**src/sv/mi4_queue.sv**
```systemverilog
// mi4_queue: two-entry queue of whole matrices between front and back
// depends on nothing
module mi4_queue #(
    parameter int DATA_W = 512
) (
    input  logic              clk,
    input  logic              rst_n,
    input  logic              push_valid,
    output logic              push_ready,
    input  logic [DATA_W-1:0] push_data,
    output logic              pop_valid,
    input  logic              pop_ready,
    output logic [DATA_W-1:0] pop_data
);

    logic [DATA_W-1:0] mem_reg [2];
    logic              wr_ptr_reg;
    logic              rd_ptr_reg;
    logic [1:0]        count_reg;
    logic              push_go;
    logic              pop_go;

    assign push_ready = (count_reg != 2'd2);
    assign pop_valid  = (count_reg != 2'd0);
    assign pop_data   = mem_reg[rd_ptr_reg];
    assign push_go    = push_valid && push_ready;
    assign pop_go     = pop_valid && pop_ready;

    always_ff @(posedge clk or negedge rst_n)
    begin
        if (!rst_n)
        begin
            wr_ptr_reg <= 1'b0;
            rd_ptr_reg <= 1'b0;
            count_reg  <= 2'd0;
        end
        else
        begin
            if (push_go)
                wr_ptr_reg <= ~wr_ptr_reg;
            if (pop_go)
                rd_ptr_reg <= ~rd_ptr_reg;
            if (push_go && !pop_go)
                count_reg <= count_reg + 2'd1;
            else if (pop_go && !push_go)
                count_reg <= count_reg - 2'd1;
        end
    end

    always_ff @(posedge clk)
    begin
        if (push_go)
            mem_reg[wr_ptr_reg] <= push_data;
    end

endmodule

```
**config.mk**
```make
export PLATFORM = sky130hd
export DESIGN_NAME = mi4_queue
export DESIGN_NICKNAME = d
export VERILOG_FILES = /design/src/sv/mi4_queue.sv
export SDC_FILE = /design/constraint.sdc
export NUM_CORES = 1
export LEC_CHECK = 0
export BUFFER_PORTS_ARGS = -buffer_cell sky130_fd_sc_hd__buf_2
export CORE_AREA = 2 2 396 398
export CTS_BUF_LIST = sky130_fd_sc_hd__clkbuf_16
export DETAILED_ROUTE_END_ITERATION = 6
export DIE_AREA = 0 0 398 400
export PLACE_DENSITY = 0.53
export SLEW_MARGIN = 5
export SYNTH_ARGS = -nofsm -noshare
export SYNTH_HDL_FRONTEND = slang
export SYNTH_SLANG_ARGS = --single-unit
```
**constraint.sdc**
```tcl
create_clock -name clk -period 25.5 [get_ports clk]
set_input_delay 3.825 -clock clk [delete_from_list [all_inputs] [get_ports clk]]
set_output_delay 3.825 -clock clk [all_outputs]
set_load 0.01 [all_outputs]
```
======== After elaboration in Yosys (flattened, before gate mapping) ========
Memories as Yosys holds them, arrays and structs flattened.
Cells that the tools add are included.
cells by class
  $add $sub $neg .......................... 2
  equality and inequality tests ........... 1
  multiplexer cells ....................... 4
  bitwise operators ....................... 2
  reduce and logical (&&, ||, !) cells .... 8
operators by type and width
  kind                   count
  $logic_and A1 B1 Y1    4
  $mux W2                2
  $reduce_bool A2 Y1     2
  $add A2 B1 Y2 const B  1
  $logic_not A1 Y1       2
  $mux W1                2
  $ne A2 B2 Y1 const B   1
  $not A1 Y1             2
  $sub A2 B1 Y2 const B  1
storage, ports and cells
  register bits ........................... 4
  RAM bits ................................ 1024
  word-level logic and storage cells ...... 21
  memories kept ........................... 1
memories
  name     depth  bits a word  read ports  clocked after Yosys merged registers in  write ports  RTL line  text
  mem_reg  2      512          1           0                                        1            16        logic [DATA_W-1:0] mem_reg [2];

======== Depth between registers and ports, before layout ========
  word-level depth ........................ 6
  mapped depth ............................ 7
  gate-level depth less buffers ........... 7

======== Worst setup path before layout ========
Ideal clock, no wire load.
  path type ............................... input-to-reg
  start point ............................. input port push_valid
  end point ............................... memory mem_reg[0][0] (enable)
  arrival time ............................ 25.090 ns
  data required time ...................... 24.101 ns
  path slack .............................. -0.989 ns
  cell stages on the path ................. 2
  path buffers ............................ 0
  path through ............................ nand2_1 > nor2_1
between the ends
  longest elaborated chain between the ends .. 3
ends and longest elaborated chain
  element                        RTL line  text
  start: declaration             8         input logic push_valid,
  $logic_and A1 B1 Y1            26        assign push_go = push_valid && push_ready;
  $mux W1                        52        if (push_go)
  $mux W1 (not written as such)  53        mem_reg[wr_ptr_reg] <= push_data;
  end: declaration               16
No other way between the ends.

======== Final worst setup path ========
  start point ............................. register rd_ptr_reg
  end point ............................... output port pop_data[195]
between the ends
  longest elaborated chain between the ends .. 1
ends and longest elaborated chain
  element                   RTL line  text
  start: declaration        18        logic rd_ptr_reg;
  start signal: assignment  42        rd_ptr_reg <= ~rd_ptr_reg;
  $mem_v2 Z2 W512           --
  end: declaration          13        output logic [DATA_W-1:0] pop_data
No other way between the ends.

==> summary.md <==
| Metric | Value |
|---|---|
| P_leak | approximately 17 nW |
| Via count | about 20000 |
| IO Pins | 1030 |
| CP dominant cell by count | buf_4 |
| Combinational power share | 0.297 |
| First-pass GRT wire length | about 140 mm |
| Mean Syn Cell Area | about 23 µm² |
| GR peak layer | met2 |
| Antenna violations before repair | 38 |
| Hold Path Origin | count_reg[1] |
| Max_slew headroom | 0.275 |
| Synth Cell Area | between 30000 and 40000 µm² |
| Worst Path Required | approximately 22 ns |
| Crit path capture type | output pin |
| Clock period minus worst slack | between 9 and 10 ns |
| Final Max Tran Viols | 0 |
| Met2 GRT Util | 0.222 |
| FMAX | between 100 and 150 MHz |
| Post_cts resized | 0 |
| Mean routed wirelength per cell | around 22 µm |
| Cts hold-fix bufs | 0 |
| Worst setup path class | reg -> out |
| DRC | 0 |
| Initial Utilization | 0.241 |
| Final-report hold violation count | 0 |
| PD cells | 116 nW/µm² |
| Int Pwr | around 0.0038 W |
| CTS clk-pin slew, worst paths | around 0.06 ns |
| Post-route ant nets | 0 |
| Die H | approximately 400 µm |
| TritonCTS clock tree | done |
| Post-Route Setup TNS | 0 ns |
| Die area | roughly 160000 µm² |
| Area of the multi-input gates | a little under 6000 µm² |
| Fin cells | ~5000 |
| Slowest-stage cell, CP | dfrtp_4 |
| Synth unique cells | 14 |
| Max-capacitance violation count | 0 |
| Core area | roughly 160000 µm² |
| Sequential Power Share | 0.436 |
| Syn Inst Count | 1611 |
| Max incr delay on CP | 1.11 ns |
| Worst Tran Pin Value | about 1.1 ns |
| Design Power | around 0.0055 W |
| Largest register FFs | 1024 |
| Skew-Pair Late Insertion Delay | 0.72 ns |
| Grt total ovfl | 0 |
| Pin count of the biggest net entering global routing | 140 |
| Num rows | roughly 150 |
| Worst VDD drop | between 80 and 90 µV |
| Reg2reg setup slack | about 20 ns |
| DP Worst Slack | 16.56 ns |
| FF/Latch Area | about 30000 µm² |
| R2R Path Start | count_reg[0] |
| Outcome | finished clean |
| Clock Tree Buf Depth | 3 |
| Final setup viols | 0 |
| Clock Power Share | 0.267 |
| Post-Syn Nets | approximately 2100 |
| Fraction of layout cells with a size suffix above 1 | 0.611 |
| Initial DRC Count | approximately 1100 |
| Post-synthesis sequential area ratio | 0.826 |
| CP startpoint | rd_ptr_reg |
| Clock sinks | 1028 |
| Die width | between 300 and 400 µm |
| M3 GR Usage | 0.0477 |
| Top post-synthesis cells by area | edfxtp_1 82%, mux2_2 15%, buf_6 1.6% |
| Switching power share of the total | 0.312 |
| Detail Placement HPWL | 78.6 mm |
| Seq cells post-synth | slightly above 1000 |
| Setup crit start kind | register |
| Total Routing Usage GR | 0.126 |
| Post-synth top area cell | edfxtp_1 |
| RD Place Congestion | about 0.9 |
| Nets | between 3000 and 4000 |
| Area Overhead vs Synth | 28.6% |
| Critical path arrival | approximately 5.7 ns |
| Final Instance Area | a little under 50000 µm² |
| Critical Path, Cell by Cell | buf_4 > buf_4 > buf_4 > buf_4 > mux2_2 > buf_2 |
| Via/cell ratio | slightly above 4 |
| H-tree lvl count | 3 |
| Skew final | ~0.033 ns |
| Port Buf Inserts | between 1000 and 1500 |
| Filler cells | roughly 15000 |
| DP Cell Count | 4663 |
| Met1 Usage GRT | 0.137 |
| Setup WS post-layout | approximately 16 ns |
| RSZ-0062 raised after global routing | false |
| Largest delay share family, worst path | buffers and inverters |
| TritonCTS Buffers | roughly 110 |
| DP Area | about 45000 µm² |
| Vias in the first global route | between 20000 and 25000 |
| Max FO, Critical Path | 74 |
| Tcrit/Tclk final | 0.374 |
| Root Driver | clkbuf_16 |
| Post-Route WL | 107 mm |
| Net load switching power | approximately 0.0017 W |
| Yosys warning total | 0 |
| Post-CTS Setup Repair Bufs | 0 |
| Worst min-delay path class | reg -> reg |
| DRT Pass-1 Iters | 4 |
| Share of Yosys cell area claimed by the top area cell type | 0.824 |
| Bufs and invs on worst path | 5 |
==> path summary, 6_finish.rpt <==
path	cells after the start	endpoint
worst max register to register	8	mem_reg[0][128]
worst min register to register	1	count_reg[1]
min in group asynchronous	1	wr_ptr_reg
max in group asynchronous	1	rd_ptr_reg
worst min-delay path	1	count_reg[1]
worst max-delay path	6	pop_data[195]
==> metal layers <==
layer	share of wire	routed length, µm
met5	0.00029	31
met4	0.030	3190
met3	0.094	10000
met2	0.51	55000
met1	0.36	38900
==> layout by cell type (no fill, tap or decap), drive strengths merged, types with 2 or more instances in the layout <==
cell / synthesis / layout
inv: 1 / 26
clkinv: 0 / 51
xor2: 2 / 2
diode: 0 / 14
mux2: 512 / 512
clkbuf: 0 / 109
buf: 57 / 1051
dfrtp: 4 / 4
bufinv: 0 / 5
clkinvlp: 0 / 4
nand2: 2 / 2
xnor2: 3 / 3
nor2: 2 / 2
edfxtp: 1024 / 1024
==> power groups by stage <==
stage	clock [W]	combinational [W]	sequential, W
6_report	0.00148	0.00165	0.00242
5_1_grt	0.00159	0.00178	0.00245
4_1_cts	0.00153	0.00170	0.00242
3_5_place_dp	0	0.00169	0.00246
3_3_place_gp	0	0.00170	0.00245
2_1_floorplan	0	0.00104	0.00263
==> cells in the mapped netlist, drive strengths merged <==
master,instances
nand2b,1
nand2,2
and3,1
ha,1
or2,1
buf,57
xnor2,3
nor2,2
edfxtp,1024
dfrtp,4
mux2,512
inv,1
xor2,2
==> logic make-up after synthesis <==
family / Yosys count / share of synthesized area
buffers and inverters: 58 / 0.0166
flip-flops: 1028 / 0.826
AND/OR/NAND/NOR: 7 / 0.000906
XOR/XNOR: 5 / 0.00117
multiplexers: 512 / 0.154
adder cells (fa/ha/maj): 1 / 0.000335
==> area by class of cell <==
| class | count | share of cell area |
|---|---|---|
| Inverter | 1 | 0.0000782 |
| Sequential cell | 1028 | 0.643 |
| Clock inverter | 85 | 0.0128 |
| Timing Repair Buffer | 1051 | 0.111 |
| Tap cell | 2058 | 0.0536 |
| Multi-Input combinational cell | 525 | 0.122 |
| Antenna cell | 14 | 0.000730 |
| Clock buffer | 109 | 0.0568 |
==> worst register-to-register path: cells and delay by family (launching register included) <==
family        cells  cell delay [ns]
simple gates      3             0.96
buf+inv           5             3.76
flops             1             0.40
==> stage by stage <==
step / hold WS, ns / util
finish: 0.501 / 0.310
global route: 0.524 / 0.309
CTS: 0.501 / 0.309
detailed placement: 0.489 / 0.288
global placement: 0.485 / 0.288
floorplan: 0.456 / -
(Power assumes the default switching activity.)
