**src/sv/mi4_front.sv**
```systemverilog
// mi4_front: collects four column beats into a matrix and pushes it to the queue
// depends on nothing; pushes through the downstream handshake that mi4_queue answers
module mi4_front #(
    parameter int ELEM_WIDTH = 32
) (
    input  logic                       clk,
    input  logic                       rst_n,
    input  logic                       in_valid,
    output logic                       in_ready,
    input  logic [ELEM_WIDTH-1:0]      col_elem [4],
    output logic                       push_valid,
    input  logic                       push_ready,
    output logic [16*ELEM_WIDTH-1:0]   push_data
);

    logic [1:0]            cnt_reg;
    logic [ELEM_WIDTH-1:0] stage_reg [4][3];
    logic                  in_go;

    assign in_ready   = (cnt_reg != 2'd3) || push_ready;
    assign in_go      = in_valid && in_ready;
    assign push_valid = in_valid && (cnt_reg == 2'd3);

    // element (row, col) sits at row*4+col
    always_comb
    begin
        for (int row = 0; row < 4; row++)
        begin
            for (int col = 0; col < 3; col++)
                push_data[(row*4+col)*ELEM_WIDTH +: ELEM_WIDTH] = stage_reg[row][col];
            push_data[(row*4+3)*ELEM_WIDTH +: ELEM_WIDTH] = col_elem[row];
        end
    end

    always_ff @(posedge clk or negedge rst_n)
    begin
        if (!rst_n)
            cnt_reg <= 2'd0;
        else if (in_go)
            cnt_reg <= cnt_reg + 2'd1;
    end

    always_ff @(posedge clk)
    begin
        if (in_go && (cnt_reg != 2'd3))
        begin
            for (int row = 0; row < 4; row++)
                stage_reg[row][cnt_reg] <= col_elem[row];
        end
    end

endmodule

```
**config.mk**
```make
export PLATFORM = sky130hd
export DESIGN_NAME = mi4_front
export DESIGN_NICKNAME = d
export VERILOG_FILES = /design/src/sv/mi4_front.sv
export SDC_FILE = /design/constraint.sdc
export NUM_CORES = 1
export LEC_CHECK = 0
export ABC_AREA = 1
export BUFFER_PORTS_ARGS = -buffer_cell sky130_fd_sc_hd__buf_2
export CORE_AREA = 2 2 254 256
export CTS_CLUSTER_DIAMETER = 30
export DETAILED_ROUTE_END_ITERATION = 8
export DIE_AREA = 0 0 256 258
export PLACE_DENSITY_LB_ADDON = 0.15
export SLEW_MARGIN = 25
export SYNTH_ARGS = -nofsm -noshare
export SYNTH_HDL_FRONTEND = slang
export SYNTH_SLANG_ARGS = --single-unit
export TNS_END_PERCENT = 1
```
**constraint.sdc**
```tcl
create_clock -name clk -period 6.7 [get_ports clk]
set_input_delay 0.335 -clock clk [delete_from_list [all_inputs] [get_ports clk]]
set_output_delay 0.335 -clock clk [all_outputs]
set_load 0.1 [all_outputs]
```
Word level (Yosys, flattened, before mapping)
Memories as Yosys holds them, arrays and structs flattened.
Index checks and enable logic that the tools add are counted.
W data, S select, Z words.
{"block": "classes", "n_lt_le_gt_ge": 2, "n_bitwise": 1, "n_reduce_logical": 5, "add_sub_neg": 1, "mux": 4, "eq_ne": 2}
{"cell": "$mux W96", "count": 1}
{"cell": "$demux W32 S2", "count": 1}
{"cell": "$mux W32", "count": 1}
{"cell": "$logic_and A1 B1 Y1", "count": 4}
{"cell": "$ge A3 B3 Y1 const B", "count": 1}
{"cell": "$lt A3 B1 Y1 const B", "count": 1}
{"cell": "$not A2 Y3", "count": 1}
{"cell": "$add A2 B1 Y2 const B", "count": 1}
{"cell": "$eq A2 B2 Y1 const B", "count": 1}
{"cell": "$ne A2 B2 Y1 const B", "count": 1}
{"cell": "$logic_or A1 B1 Y1", "count": 1}
{"cell": "$mux W1", "count": 1}
{"block": "word_totals", "word_cells": 17, "out_inout_bits": 514, "input_bits": 132, "memories": 1, "ff_bits": 2, "mem_bits_rw": 384}
{"name": "stage_reg", "words": 4, "width": 96, "rd": 4, "rd_ports_with_merged_regs": 0, "write_ports": 4, "line_no": "17", "rtl": "logic [ELEM_WIDTH-1:0] stage_reg [4][3];"}

Logic depth before layout (Yosys ltp)
Gate-level depths: netlist of run 1.
{"block": "depth", "depth_word": 6, "ltp_mapped": 5, "mapped_depth_nobuf": 5}

Worst setup path before layout of run 1
OpenSTA, ideal clock, no wires.
{"block": "synth_timing", "kind": "reg2reg", "startpoint": "reg cnt_reg[0]", "endpoint": "mem stage_reg[0][0] in the netlist's numbering (enable)", "stages_incl_launch_ff": 5, "setup_ps": 617, "setup_slack_ps": -490, "arrival_time_ps": 6573, "cell_sequence": "dfrtp_1 ha_1 nand2_2 nand3_2 nor2_1"}
{"item": "from (decl)", "line_no": "16", "rtl": "logic [1:0] cnt_reg;"}
{"item": "from (signal assigned)", "line_no": "40", "rtl": "cnt_reg <= cnt_reg + 2'd1;"}
{"item": "to (decl)", "line_no": "17"}

==> results.yml, run 1 <==
setup_path:
  critical_path.endpoint_type: "register"
  max_stage_delay_ps: 590
  startpoint_type: "register"
  cp.required_ps: 6930
  worstSetupStartpoint: "cnt_reg[0]"
  largest_fanout_on_the_critical_path: 51
  timing.rr.start: "cnt_reg[0]"
  critical_r2r_capture: "stage_reg[2][49]"
  register_to_register_path_setup_slack_ps: 3970
  critPathCapture: "stage_reg[2][49]"
  crit_chain: "ha_1 > nand2_2 > nand3_2 > nor2_4 > buf_16 > buf_4"
  cpMaxStageDelayCell: "sky130_fd_sc_hd__buf_4"
  critPathKind: "reg2reg"
  timing.critical_path.arrival_ps: 2950
  number_of_cell_instances_on_the_worst_register_to_register_path: 6
clock_network:
  numClockSinks: 386
  worst_skew_pair.late_latency_ps: 610
  htree_levels: 3
  clock_tree_from_tritoncts: "yes"
  path_clk_slew_ps: 40
  max-clock-path-buffers: 3
  tritoncts.num_buffers: 90
  post_cts_buffers: 0
  cts.root.buffer_cell: "sky130_fd_sc_hd__clkbuf_16"
synth:
  count_of_flip_flops_with_a_built_in_enable_after_synthesis: 384
  netlist_instances: 539
  ys_seq_elements: 386
  yosysTopAreaCellShare_pct: 90.9
  mappedNetlistArea_um2: 12700
  synth_top_cells_by_area: "sky130_fd_sc_hd__edfxtp_1 (91%), sky130_fd_sc_hd__buf_4 (7.6%), sky130_fd_sc_hd__dfrtp_1 (0.39%)"
  synthDistinctLibCells: 10
  synth.net_count: 675
  yosys.cell_count.top_type: "sky130_fd_sc_hd__edfxtp_1"
  post_synth_most_frequent_cells: "sky130_fd_sc_hd__edfxtp_1 (384), sky130_fd_sc_hd__buf_4 (128), sky130_fd_sc_hd__inv_1 (8)"
  yosys_most_used_dff: "sky130_fd_sc_hd__edfxtp_1"
  yosysWarningCount: 0
  synthDominantAreaCellType: "sky130_fd_sc_hd__edfxtp_1"
  ys_seq_area_share_pct: 91.3
  synth_area_per_cell_um2: 23.5
  async_flop_share_pct: 0.518
die:
  dieHeight_um: 258
  top_level_ports: 646
  core.rowCount: 93
  floorplan.core_area_um2: 63600
  fp.dieArea_um2: 66000
  floorplan.initialDensity_pct: 19.9
  die-width_um: 256
timing:
  shortest_clock_period_the_worst_path_allows_after_layout_ps: 2730
  rsz0062_at_grt: "no"
  max_slew_margin_pct: 41.7
  final.hold.worst_slack_ps: 72.8
  hold_viol: 0
  fin_worst_skew_ps: 14.6
  report.final.setup_viol: 0
  worst_pin_slew_ps: 874
  fin_crit_sh_pct: 40.7
  drv_slew: 0
  maximum_operating_frequency_mhz: 367
grt:
  first_global_vias: 7844
  grt_antenna_before_repair: 1
  grt.total_usage_pct: 10.7
  grt_pass1_wl_um: 52000
  pin_count_of_the_biggest_net_entering_global_routing: 129
  gr-total-overflow: 0
power_and_ir_drop:
  max-vdd-ir-drop_mv: 0.306
  power_density_nw_per_um2: 545
  cellLeakagePower_nw: 8.26
cells_and_area:
  largest_reg_flops: 384
  num_antenna_cells: 0
  post_layout_nonfiller_instances: 2207
  num-fill-cells: 6246
  layout_cell_share_with_drive_strength_beyond_1_pct: 58.9
  syn_to_final_growth_pct: 62.0
  finish.net_count: 1417
  final_core_util_pct: 32.3
drt:
  postRouteWirelength_um: 36900
  detail_route.first_pass.iterations: 4
  num_vias: 7659
  drtAntennaViolNets: 0
  detail_route.vias_per_cell: 3.47
  wl_per_instance_um: 16.7
  drt-initial-drc-count: 246
  drc_violation_count_after_routing: 0
worst_hold_path:
  worst_hold_path_type: "in2async"
run:
  cap_violations: 0
place:
  number_of_buffers_added_on_ports: 645
  place_inst: 1915
  place.gp.congestion: 0.754
  hpwl_um: 23700
status:
  run_status: "finished clean"
-- area by class of cell --
| type | instances | area, µm² | share of cell area (%) |
|---|---|---|---|
| tap | 855 | 1070 | 5.21 |
| clock inverter | 62 | 821 | 4.00 |
| sequential | 386 | 11600 | 56.4 |
| clock buffer | 101 | 2310 | 11.3 |
| inverter | 8 | 30.0 | 0.146 |
| multi-input combinational | 17 | 135 | 0.658 |
| timing repair buffer | 778 | 4590 | 22.4 |
-- cells by family after synthesis --
logic type / synth area share (%)
adder cells (fa/ha/maj): 0.395
buffers and inverters: 7.81
flip-flops: 91.3
AND/OR/NAND/NOR: 0.493
-- routing by layer --
metal  share of wire, %  global-route usage, %
met5                  0                      0
met4                2.7                   4.48
met3                8.4                   4.77
met2                 52                   18.7
met1                 37                   11.1
-- through the flow --
step                setup TNS [ps]  total power, W  setup slack [ps]  area [µm²]
floorplan                  -188160         0.00628              -490       12700
global placement                 0         0.00677              3710       16100
detailed placement               0         0.00676              3660       16100
CTS                              0          0.0113              3650       20500
global route                     0          0.0116              3750       20500
finish                           0          0.0112              3970       20500
-- where the power goes --
group	leakage [nW]	switching, W	internal [W]	total [W]
clock network	1.50	0.00139	0.00307	0.00446
logic	3.21	0.00318	0.000347	0.00353
registers	3.54	0.0000736	0.00314	0.00322
-- worst max-delay path: cells and delay by family (launching register included) --
kind                     cells  cell delay [ps]
AND/OR/NAND/NOR              3              770
adder cells (fa/ha/maj)      1              250
flip-flops                   1              410
buffers and inverters        2              810
-- what timing repair did --
item	CTS	global route
resized for setup	0	0
hold buffers	128	0
endpoints found under the hold margin	380	0
-- worst min-delay path by stage --
stage	start	to	slack, ps	cells after the start
5_1_grt	rst_n	cnt_reg[0]	30	2
2_1_floorplan	rst_n	cnt_reg[0]	40	0
4_1_cts	rst_n	cnt_reg[0]	5	2
3_3_place_gp	rst_n	cnt_reg[1]	130	1
3_5_place_dp	rst_n	cnt_reg[0]	130	1
6_report	rst_n	cnt_reg[0]	70	2
-- layout by cell type (no fill, tap or decap), drive strengths merged --
cell,n
dlygate4sd3,128
clkinv,31
edfxtp,384
buf,650
dfrtp,2
inv,16
clkinvlp,8
nand3,3
clkbuf,101
nor2,3
nand2,7
ha,4
bufinv,15
Note: power is estimated with default switching activity, not from simulation.
==> run 2, diff against run 1 <==
--- a/config.mk
+++ b/config.mk
@@ -7,10 +7,10 @@
 export LEC_CHECK = 0
 export ABC_AREA = 1
 export BUFFER_PORTS_ARGS = -buffer_cell sky130_fd_sc_hd__buf_2
-export CORE_AREA = 2 2 254 256
+export CORE_AREA = 2 2 250 252
 export CTS_CLUSTER_DIAMETER = 30
 export DETAILED_ROUTE_END_ITERATION = 8
-export DIE_AREA = 0 0 256 258
+export DIE_AREA = 0 0 252 254
 export PLACE_DENSITY_LB_ADDON = 0.15
 export SLEW_MARGIN = 25
 export SYNTH_ARGS = -nofsm -noshare
==> constraint.sdc (replaced) <==
create_clock -name clk -period 2.8 [get_ports clk]
set_input_delay 0.14 -clock clk [delete_from_list [all_inputs] [get_ports clk]]
set_output_delay 0.14 -clock clk [all_outputs]
set_load 0.1 [all_outputs]
==> results.yml, run 2 (same netlist as run 1, synthesis figures left out) <==
die:
  top_level_ports: 646
  dieHeight_um: 254
  floorplan.core_area_um2: 61300
  core.rowCount: 91
  die-width_um: 252
  floorplan.initialDensity_pct: 20.7
  fp.dieArea_um2: 64000
cells_and_area:
  syn_to_final_growth_pct: 58.2
  largest_reg_flops: 384
  layout.cells.most_common_list: "sky130_fd_sc_hd__buf_2 (645), sky130_fd_sc_hd__edfxtp_1 (384), sky130_fd_sc_hd__dlygate4sd3_1 (134)"
  layout_cell_share_with_drive_strength_beyond_1_pct: 57.7
  layout.cells.most_common: "sky130_fd_sc_hd__buf_2"
  finish.net_count: 1419
power_and_ir_drop:
  max-vdd-ir-drop_mv: 0.662
  cellLeakagePower_nw: 8.05
  power_density_nw_per_um2: 1250
clock_network:
  tritoncts.num_buffers: 85
  post_cts_buffers: 0
  htree_levels: 3
  cts.root.buffer_cell: "sky130_fd_sc_hd__clkbuf_16"
  clock_tree_from_tritoncts: "yes"
  worst_skew_pair.late_latency_ps: 600
  max-clock-path-buffers: 3
  numClockSinks: 386
  path_clk_slew_ps: 50
drt:
  drt-initial-drc-count: 313
  met2_wirelength_um: 19500
  num_vias: 7626
  detailroute.wirelength.met3_um: 3020
  postRouteWirelength_um: 36000
  drtAntennaViolNets: 0
  met1_length_um: 12600
  wl_per_instance_um: 16.8
  detail_route.vias_per_cell: 3.57
  highest_layer: "met4"
  detail_route.first_pass.iterations: 4
  drc_violation_count_after_routing: 0
timing:
  fin_crit_sh_pct: 73.1
  worst_pin_slew_ps: 533
  hold_viol: 0
  shortest_clock_period_the_worst_path_allows_after_layout_ps: 2050
  tns_setup_ps: 0
  fin_worst_skew_ps: 13.4
  rsz0062_at_grt: "no"
  maximum_operating_frequency_mhz: 489
  drv_slew: 0
  final.hold.worst_slack_ps: 306
  max_slew_margin_pct: 64.7
  report.final.setup_viol: 0
grt:
  grt_antenna_before_repair: 1
  grt.total_usage_pct: 10.5
  gr-total-overflow: 0
  pin_count_of_the_biggest_net_entering_global_routing: 69
  grt_pass1_wl_um: 49500
  first_global_vias: 7674
setup_path:
  startpoint_type: "register"
  critical_r2r_capture: "cnt_reg[0]"
  number_of_cell_instances_on_the_worst_register_to_register_path: 6
  timing.critical_path.arrival_ps: 2510
  critPathCapture: "cnt_reg[0]"
  register_to_register_path_setup_slack_ps: 750
  largest_fanout_on_the_critical_path: 5
  critPathKind: "reg2reg"
  cp.required_ps: 3270
  worstSetupStartpoint: "cnt_reg[0]"
  timing.rr.start: "cnt_reg[0]"
  critical_path.endpoint_type: "register"
place:
  place.gp.congestion: 0.726
  number_of_buffers_added_on_ports: 645
  hpwl_um: 24000
run:
  cap_violations: 0
worst_hold_path:
  hold_path.startpoint: "col_elem[98]"
  worst_hold_path_type: "in2reg"
status:
  run_status: "finished clean"
==> run 2: metal layers <==
| layer | vias up | global-route usage [%] |
|---|---|---|
| met5 | - | 0 |
| met4 | 0 | 5.11 |
| met3 | 52 | 4.15 |
| li1 | 3456 | - |
| met1 | 3720 | 10.8 |
| met2 | 398 | 18.6 |
==> run 2: cell type report <==
type	instances	area, µm²
fill	5997	41200
tap	790	988
inverter	8	30.0
timing repair buffer	785	4690
multi-input combinational	17	169
antenna	1	2.50
clock inverter	48	387
clock buffer	104	2220
sequential	386	11600
==> run 2: worst min path at each step <==
| stage | depth (start not counted) | slack, ps | end |
|---|---|---|---|
| after floorplan | 0 | -160 | cnt_reg[0] |
| after global placement | 1 | -70 | cnt_reg[0] |
| after detailed placement | 1 | -70 | cnt_reg[0] |
| after CTS | 2 | 230 | stage_reg[1][33] |
| after global routing | 2 | 270 | stage_reg[1][24] |
| final | 2 | 310 | stage_reg[0][34] |
==> run 2: critical path, cell delays in order (launching register included) <==
cell,delay [ps]
sky130_fd_sc_hd__dfrtp_1,430
sky130_fd_sc_hd__ha_4,200
sky130_fd_sc_hd__nand2_8,70
sky130_fd_sc_hd__nand3_1,60
sky130_fd_sc_hd__dlygate4sd3_1,550
sky130_fd_sc_hd__nand2_1,60
sky130_fd_sc_hd__dlygate4sd3_1,550
==> run 2: what timing repair did <==
item | CTS | global route
hold buffers | 134 | 0
gates resized for setup | 0 | 0
hold endpoints to repair | 392 | 0
==> run 2: metrics by stage <==
step	instance area [µm²]	instances	power [W]	util, %	worst slack, ps
6_report	20100	2139	0.0251	32.8	753
5_1_grt	20100	2139	0.0259	32.8	679
4_1_cts	20100	2138	0.0254	32.8	775
3_5_place_dp	16100	1852	0.0162	26.3	845
3_3_place_gp	16100	1852	0.0162	26.3	894
2_1_floorplan	12700	539	0.0149	-	-490
==> run 2: power by group <==
group	internal (W)	switching (W)
registers	0.00751	0.000201
logic	0.000889	0.00759
clock network	0.00587	0.00299
==> run 3, diff against run 2 <==
--- a/config.mk
+++ b/config.mk
@@ -7,10 +7,10 @@
 export LEC_CHECK = 0
 export ABC_AREA = 1
 export BUFFER_PORTS_ARGS = -buffer_cell sky130_fd_sc_hd__buf_2
-export CORE_AREA = 2 2 250 252
+export CORE_AREA = 2 2 254 256
 export CTS_CLUSTER_DIAMETER = 30
 export DETAILED_ROUTE_END_ITERATION = 8
-export DIE_AREA = 0 0 252 254
+export DIE_AREA = 0 0 256 258
 export PLACE_DENSITY_LB_ADDON = 0.15
 export SLEW_MARGIN = 25
 export SYNTH_ARGS = -nofsm -noshare
==> constraint.sdc (replaced) <==
create_clock -name clk -period 1.7 [get_ports clk]
set_input_delay 0.085 -clock clk [delete_from_list [all_inputs] [get_ports clk]]
set_output_delay 0.085 -clock clk [all_outputs]
set_load 0.1 [all_outputs]
==> results.yml, run 3 (same netlist as run 1, synthesis figures left out) <==
drt:
  num_vias: 8004
  drtAntennaViolNets: 0
  detail_route.first_pass.iterations: 4
  wl_per_instance_um: 17.1
  drt-initial-drc-count: 325
  detail_route.vias_per_cell: 3.50
  drc_violation_count_after_routing: 0
  postRouteWirelength_um: 39100
die:
  floorplan.initialDensity_pct: 19.9
  core.rowCount: 93
  top_level_ports: 646
  die-width_um: 256
  dieHeight_um: 258
  floorplan.core_area_um2: 63600
  fp.dieArea_um2: 66000
grt:
  grt.total_usage_pct: 11.4
  pin_count_of_the_biggest_net_entering_global_routing: 21
  first_global_vias: 8701
  grt_antenna_before_repair: 2
  gr-total-overflow: 0
  grt_pass1_wl_um: 56000
cells_and_area:
  finish.net_count: 1489
  num-fill-cells: 6147
  layout_cell_share_with_drive_strength_beyond_1_pct: 60.9
  layout.cells.most_common_list: "sky130_fd_sc_hd__buf_2 (643), sky130_fd_sc_hd__edfxtp_1 (384), sky130_fd_sc_hd__dlygate4sd3_1 (132)"
  largest_reg_flops: 384
  layout.cells.most_common: "sky130_fd_sc_hd__buf_2"
  final_core_util_pct: 33.7
  syn_to_final_growth_pct: 69.3
place:
  place.gp.congestion: 0.739
  number_of_buffers_added_on_ports: 645
  detailedPlace.worstSlack_ps: -79.3
  hpwl_um: 27500
setup_path:
  worstSetupStartpoint: "cnt_reg[0]"
  register_to_register_path_setup_slack_ps: -50
  critPathCapture: "stage_reg[0][15]"
  cpMaxStageDelayCell: "sky130_fd_sc_hd__dfrtp_1"
  critPathKind: "reg2reg"
  number_of_cell_instances_on_the_worst_register_to_register_path: 7
  max_stage_delay_ps: 420
  timing.critical_path.arrival_ps: 2040
  critical_path.endpoint_type: "register"
  crit_chain: "ha_4 > inv_2 > nand3_4 > nor2_4 > buf_6 > buf_12 > buf_12"
  crit_top_cell: "sky130_fd_sc_hd__buf_12"
  startpoint_type: "register"
  largest_fanout_on_the_critical_path: 13
  timing.rr.start: "cnt_reg[0]"
  cp.required_ps: 2000
  critical_r2r_capture: "stage_reg[0][15]"
power_and_ir_drop:
  design_power_total_w: 0.0446
  cellLeakagePower_nw: 8.69
  max-vdd-ir-drop_mv: 1.65
  power_density_nw_per_um2: 2080
timing:
  report.final.setup_viol: 97
  tns_setup_ps: -2320
  max_slew_margin_pct: 64.4
  fin_crit_sh_pct: 103
  hold_viol: 0
  worst_slack_ps: -45.1
  worst_pin_slew_ps: 538
  maximum_operating_frequency_mhz: 573
  fin_worst_skew_ps: 24.3
  shortest_clock_period_the_worst_path_allows_after_layout_ps: 1750
  drv_slew: 0
  rsz0062_at_grt: "yes"
status:
  run_status: "complete, but fails checks"
  failing_checks: "negative setup slack"
clock_network:
  max-clock-path-buffers: 3
  tritoncts.num_buffers: 91
  clock_tree_from_tritoncts: "yes"
  numClockSinks: 386
  cts.root.buffer_cell: "sky130_fd_sc_hd__clkbuf_16"
  worst_skew_pair.late_latency_ps: 600
  htree_levels: 3
  path_clk_slew_ps: 50
run:
  cap_violations: 0
worst_hold_path:
  worst_hold_path_type: "in2reg"
[run 3: changes by cell type in the layout (fill, tap and decap cells not counted), moves of 3 or more]
cell and delta:
sky130_fd_sc_hd__clkinv_4 +5, sky130_fd_sc_hd__bufinv_16 +6, sky130_fd_sc_hd__clkbuf_1 -5, sky130_fd_sc_hd__clkinvlp_4 +6
sky130_fd_sc_hd__buf_12 +15, sky130_fd_sc_hd__clkinv_1 -3, sky130_fd_sc_hd__buf_6 +33, sky130_fd_sc_hd__buf_4 +14
sky130_fd_sc_hd__clkbuf_16 +9
[run 3: per-stage QoR]
stage | cell area, µm² | hold slack (ps) | cells
after global routing | 21500 | 73.6 | 2285
final | 21500 | 97.5 | 2285
after CTS | 21400 | 48.5 | 2284
after detailed placement | 16800 | -123 | 1974
after global placement | 16800 | -119 | 1974
after floorplan | 12700 | -211 | 539
[run 3: worst min-delay path by stage]
stage	startpoint	to	slack [ps]	depth (start not counted)
floorplan	rst_n	cnt_reg[0]	-210	0
global placement	rst_n	cnt_reg[1]	-120	1
detailed placement	rst_n	cnt_reg[0]	-120	1
CTS	in_valid	stage_reg[0][91]	50	4
global route	in_valid	stage_reg[0][91]	70	4
finish	in_valid	stage_reg[0][91]	100	4
[run 3: area by class of cell]
type / instances / area, µm² / area share [%]
Antenna cell: 1 / 2.50 / 0.0117
Tap cell: 855 / 1070 / 4.98
Multi-Input combinational cell: 17 / 169 / 0.787
Inverter: 8 / 30.0 / 0.140
Timing Repair Buffer: 849 / 5560 / 25.9
Sequential cell: 386 / 11600 / 53.9
Clock buffer: 107 / 2400 / 11.2
Clock inverter: 62 / 661 / 3.08
[run 3: metal layers]
layer | wire length, µm | GRT usage [%] | vias to the layer above
li1 | - | - | 3611
met1 | 14200 | 11.9 | 3883
met2 | 20400 | 20.2 | 414
met3 | 2860 | 4.04 | 96
met4 | 1540 | 6.24 | 0
met5 | 0 | 0 | -
[run 3: worst max-delay path: cells and delay by family (launching register included)]
| kind | cells | cell delay (ps) |
|---|---|---|
| DFF | 1 | 420 |
| buffers and inverters | 4 | 510 |
| adders and majority gates | 1 | 210 |
| and+or+nand+nor | 2 | 290 |
[run 3: report_power, final]
part           switching (W)  internal [W]  leakage [nW]
Combinational         0.0127       0.00235          3.69
Clock                0.00538        0.0115          1.46
Sequential          0.000372        0.0124          3.54
[run 3: timing repair]
action / in CTS / in global routing
gates resized for setup: 25 / 26
setup endpoints to repair: 278 / 343
setup buffers: 6 / 0
cloned: 2 / 1
hold buffers: 133 / 0
pin swaps: 3 / 4
hold endpoints to repair: 388 / 0
